[config.mk]
export PLATFORM = sky130hd
export DESIGN_NAME = sdp_div
export DESIGN_NICKNAME = d
export VERILOG_FILES = /design/src/rtl/sdp_pkg.sv /design/src/rtl/sdp_div.sv
export SDC_FILE = /design/constraint.sdc
export NUM_CORES = 2
export LEC_CHECK = 0
export BUFFER_PORTS_ARGS = -buffer_cell sky130_fd_sc_hd__clkbuf_2
export CORE_UTILIZATION = 60
export DETAILED_ROUTE_END_ITERATION = 10
export PLACE_DENSITY = 0.87
export SETUP_SLACK_MARGIN = 0.2
export SKIP_CTS_REPAIR_TIMING = 1
export SLEW_MARGIN = 10
export SYNTH_ARGS = -nofsm -noshare
export SYNTH_HDL_FRONTEND = slang
export SYNTH_SLANG_ARGS = --single-unit
[constraint.sdc]
create_clock -name aclk -period 5.7 [get_ports aclk]
set_input_delay 0.855 -clock aclk [delete_from_list [all_inputs] [get_ports aclk]]
set_output_delay 0.855 -clock aclk [all_outputs]
set_load 0.05 [all_outputs]
[src/rtl/sdp_pkg.sv]
package sdp_pkg;

    localparam int SIZE_X_DEF = 32;
    localparam int SIZE_Y_DEF = 32;
    localparam int SIZE_Z_DEF = 32;

    localparam int IDX_W  = 5;
    localparam int VAL_W  = 32;
    localparam int K_W    = 9;   // signed wavenumber, |k| <= 128
    localparam int K2_W   = 16;  // 3 * 128^2 fits in 16 bits unsigned
    localparam int DOT_W  = 43;  // sum of three 9x32 products
    localparam int NUM_W  = 52;  // k * dot
    localparam int QUO_W  = 52;
    localparam int DIFF_W = 54;

    localparam logic signed [VAL_W-1:0] SAT_MAX = {1'b0, {(VAL_W-1){1'b1}}};
    localparam logic signed [VAL_W-1:0] SAT_MIN = {1'b1, {(VAL_W-1){1'b0}}};

    typedef logic signed [VAL_W-1:0] val_t;
    typedef logic signed [K_W-1:0] kval_t;

    typedef struct packed {
        val_t vx_real;
        val_t vx_imag;
        val_t vy_real;
        val_t vy_imag;
        val_t vz_real;
        val_t vz_imag;
    } vel_t;

endpackage

[src/rtl/sdp_div.sv]
// Pipelined unsigned restoring divider: one quotient bit per stage.
module sdp_div #(
    parameter int NW = sdp_pkg::NUM_W,
    parameter int DW = sdp_pkg::K2_W
) (
    input  logic          aclk,
    input  logic          en,
    input  logic [NW-1:0] num,
    input  logic [DW-1:0] den,
    output logic [NW-1:0] quo
);
    logic [NW-1:0] q_reg [0:NW];
    logic [DW:0]   r_reg [0:NW];
    logic [DW-1:0] d_reg [0:NW];

    always_comb begin
        q_reg[0] = num;
        r_reg[0] = '0;
        d_reg[0] = den;
    end

    for (genvar i = 0; i < NW; i++) begin : g_st
        logic [DW+1:0] trial;
        logic [DW+1:0] sh;
        always_comb begin
            sh    = {r_reg[i], q_reg[i][NW-1]};
            trial = sh - {2'b00, d_reg[i]};
        end
        always_ff @(posedge aclk) begin
            if (en) begin
                d_reg[i+1] <= d_reg[i];
                if (!trial[DW+1]) begin
                    r_reg[i+1] <= trial[DW:0];
                    q_reg[i+1] <= {q_reg[i][NW-2:0], 1'b1};
                end else begin
                    r_reg[i+1] <= sh[DW:0];
                    q_reg[i+1] <= {q_reg[i][NW-2:0], 1'b0};
                end
            end
        end
    end

    assign quo = q_reg[NW];
endmodule

Word-level counts from Yosys, hierarchy flattened. Index checks and enable logic that the tools add are counted.

Muxes and demuxes: 103. Add/sub/neg operators: 52.

Operators with widths (number): $sub 18x16->18 (51); $mux 17 (50); $mux 1 (53); $sub 1x16->17 (1).

Logic and storage cells: 310. Output and inout bits: 52. Input bits: 70. Register bits after elaboration: 4387.

Longest topological paths before layout.
Depth after elaboration: 2. Mapped depth: 14. Depth with buffers taken out: 11.

Least setup slack after synthesis. Ideal clock, no wire load.

Kind: register -> register. From: reg d_reg[417] in the netlist's numbering. To: reg r_reg, in the netlist g_st[27].sh[11] (data pin). Arrival: 2.684 ns. Setup slack: 2.756 ns. Period minus slack after synthesis: 2.944 ns. Required time: 5.440 ns. Stages on the path, launching flop included: 12. Setup time: 0.260 ns. Path buffers: 1. Cell sequence: edfxtp_1 -> inv_1 -> ha_1 -> nor2b_1 -> o21ai_1 -> a21oi_1 -> o41ai_2 -> o41ai_2 -> a211oi_2 -> xor2_2 -> buf_6 -> mux2_2.

Word-level cells in the longest chain between the ends: 2.

Ends and longest elaborated chain: start: declaration (line sdp_div.sv:14) `logic [DW-1:0] d_reg [0:NW];`; start signal: indexed assignment (line sdp_div.sv:31) `d_reg[i+1] <= d_reg[i];`; $sub 18x16->18 (line sdp_div.sv:27) `trial = sh - {2'b00, d_reg[i]};`; $mux 17 (line sdp_div.sv:32) `if (!trial[DW+1]) begin`; end signal: indexed assignment (line sdp_div.sv:33) `r_reg[i+1] <= trial[DW:0];`; end signal: indexed assignment (line sdp_div.sv:36) `r_reg[i+1] <= sh[DW:0];`; end: declaration (line sdp_div.sv:13) `logic [DW:0] r_reg [0:NW];`.

No other way between the ends. A chain may end at the register's enable or synchronous reset.

Final worst setup path.
From: reg d_reg[385] in the netlist's numbering. To: reg r_reg, in the netlist g_st[29].sh[5] (data pin).

The elaborated chain is that of the path after synthesis.

==> impl_metrics.ini <==
[status]
outcome = complete, no violations

[setup_path]
cp_max_fo = 17
critPathSlowestCell = xnor2_2
required_ns = 6.41
cpPeakStageDelay_ns = 0.88
crit_buf_inv = 1
endpoint_kind = flip-flop
worstPathCellList = inv_1 > ha_1 > nor2b_1 > o21ai_0 > a21oi_1 > o21ai_1 > o41a_1 > o21ai_2 > xnor2_2 > mux2_2
start_kind = flip-flop
crit_type = reg2reg
critPathArrivalTime_ns = 4.73
cp_top_family = compound AO/OA/AOI/OAI gates

[routing]
wirelength_um = 334000
drt_iter0_drc = 8513
vias_per_cell = 5.76
ant_nets = 0
drc_errors = 0
drt-wirelength-per-cell_um = 19.4
drt_pass1_iterations = 6
num_vias = 99000

[die]
coreArea_sq_um = 306000
die_w_um = 557
initial_utilization_pct = 60.4
die_area_sq_um = 310000
die_h_um = 557
io-pin-count = 122
rows = 203

[pwr]
pwr_density_cell_nw_per_um2 = 550
power_mw = 113
p_leak_nw = 77.6
vdd_drop_max_mv = 0.373

[cells_and_area]
nets = 13600
multiInputGateArea_sq_um = 47700
area_growth_pct = 10.7
design_area_sq_um = 205000
ff_latch_area_sq_um = 132000
drive_above_1_share_pct = 10.1
fill_cells = 19800
final_cells = 17200
largest_register_ffs = 2601

[global_routing]
grt_pass1_wl_um = 527000
grt_remaining_overflow = 0
track_usage_pct = 21.2
grt_antenna_before_repair = 2
grt_max_degree = 175
first_global_vias = 99800

[synth]
synth.cell_area_sq_um = 185000
synth_seq_cells = 4387
async_flop_share_pct = 0
yosys_warnings = 0
synth_top_cell_by_area = edfxtp_1
synth_edf_count = 4387
netlist.area_leader.share_pct = 71.2
synthesis.instances = 12300
synth_area_per_cell_sq_um = 15.0
ys.flop_type = edfxtp_1
netlist_top_cells_area = edfxtp_1, ha_1, inv_1
synth_cell_types = 98
ys_seq_area_share_pct = 71.2

[clock_tree]
root_buffer = clkbuf_16
cts_max_level = 5
clockBufferDepth = 4
clkTransAtPathRegs_ns = 0.07
cts_buffers = 425
cts_tree = yes
clock_sinks = 4387
insertion_delay_ns = 0.98

[place]
dp_hpwl_um = 207000
port_buffers = 121
gp_congestion = 0.883
dp.cells = 16400
placed_cell_area_sq_um = 191000

[sta]
finClkSkew_ns = 0.0573
report.final.slew_viol_count = 0
slew-limit-headroom_pct = 19.4
holdWs_ns = 0.0730
rsz0062_at_grt = no
worstMarginPinSlew_ns = 1.20
setup_tns_ns = 0
fin_crit_ns = 4.02
finalHoldViolCount = 0
setup_viol = 0
finalCritPeriodShare_pct = 70.6
clock.fmax_ghz = 0.249

[run]
drv_cap = 0

[min_path]
hold_path.class = in2reg
[synthesized netlist by cell type (all sizes together), types with 49 or more instances]
cell	number
nand2b	146
xor2	193
nand3	106
a21oi	622
o21ai	670
mux2	339
nor3	98
and3	53
o31ai	116
mux2i	69
inv	1124
nand2	675
a21o	268
a21boi	68
edfxtp	4387
nand4	49
ha	817
nor2b	178
clkbuf	122
buf	136
a211oi	70
o211ai	64
xnor2	366
fa	50
and2	66
a31oi	84
o21a	221
nor2	540
[kinds of logic (layout without fill, tap and decap cells)]
family,after synthesis,in the layout,share of synthesized area (%)
buf+inv,1382,2143,3.03
compound gates,2586,2586,9.04
mux,408,408,2.45
other cells,1,10,0.00203
xor+xnor,559,559,2.68
fa+ha+maj,867,867,6.07
simple gates,2108,2108,5.48
flops,4387,4387,71.2
[cell usage in the layout (no fill, tap or decap), types with 32 or more instances in the layout]
master     count
edfxtp_1    4387
inv_1       1114
ha_1         817
nand2_1      675
o21ai_0      651
a21oi_1      620
nor2_1       540
clkbuf_16    433
xnor2_1      355
mux2_2       330
a21o_1       267
o21a_1       221
xor2_1       189
nor2b_1      178
nand2b_1     146
clkbuf_2     120
o31ai_1      115
nand3_1      105
nor3_1        97
clkinv_1      88
buf_4         88
a31oi_1       84
clkinv_2      78
mux2i_1       69
clkbuf_1      67
a21boi_0      66
and2_1        65
a211oi_1      64
o211ai_1      64
and3_1        53
bufinv_16     53
fa_1          50
nand4_1       49
a31o_2        43
or3_1         43
o21bai_1      43
nor4_1        32
o31a_1        32
a211o_1       32
[layout make-up]
class                   count  share of cell area, %
diodes                      2                0.00244
clock buffers             500                   5.42
clock inverters           281                   1.46
inverters                1124                   2.06
multi-input cells        6536                   23.3
flip-flops and latches   4387                   64.3
well taps                4100                   2.51
repair buffers            238                  0.909
[through the flow]
step / setup slack, ns / util, %
4_1_cts: 1.74 / 66.9
2_1_floorplan: 2.76 / -
5_1_grt: 1.47 / 66.9
3_5_place_dp: 1.97 / 62.3
6_report: 1.68 / 66.9
3_3_place_gp: 1.99 / 62.3
[worst reg2reg max path, cell delays in order, from the launching register on]
cell and delay, ns:
edfxtp_1 0.50, inv_1 0.11, ha_1 0.31, nor2b_1 0.15, o21ai_0 0.35, a21oi_1 0.18
o21ai_1 0.42, o41a_1 0.33, o21ai_2 0.11, xnor2_2 0.88, mux2_2 0.46
[report_power, final]
group	switching [mW]	internal (mW)	leakage, nW	total, mW
sequential	3.23	43.5	43.0	46.8
clock	12.1	16.3	6.83	28.4
combinational	21.2	16.3	27.8	37.5
[path summary, 6_finish.rpt]
kind / from / to / slack (ns) / cells past startpoint
worst max register to register: d_reg[385] / g_st[29].sh[5] / 1.68 / 10
worst min register to register: q_reg[366] / q_reg[315] / 0.39 / 0
worst max-delay path: d_reg[385] / g_st[29].sh[5] / 1.68 / 10
worst min-delay path: num[24] / q_reg[2677] / 0.07 / 1
[per-layer routing]
metal,track usage (%),vias up,wire length (um)
li1,-,46900,-
met1,25.9,48200,132000
met2,38.4,2949,173000
met3,2.57,859,15300
met4,8.49,0,13300
met5,0,-,0
Power figures use the tool's default switching activity.
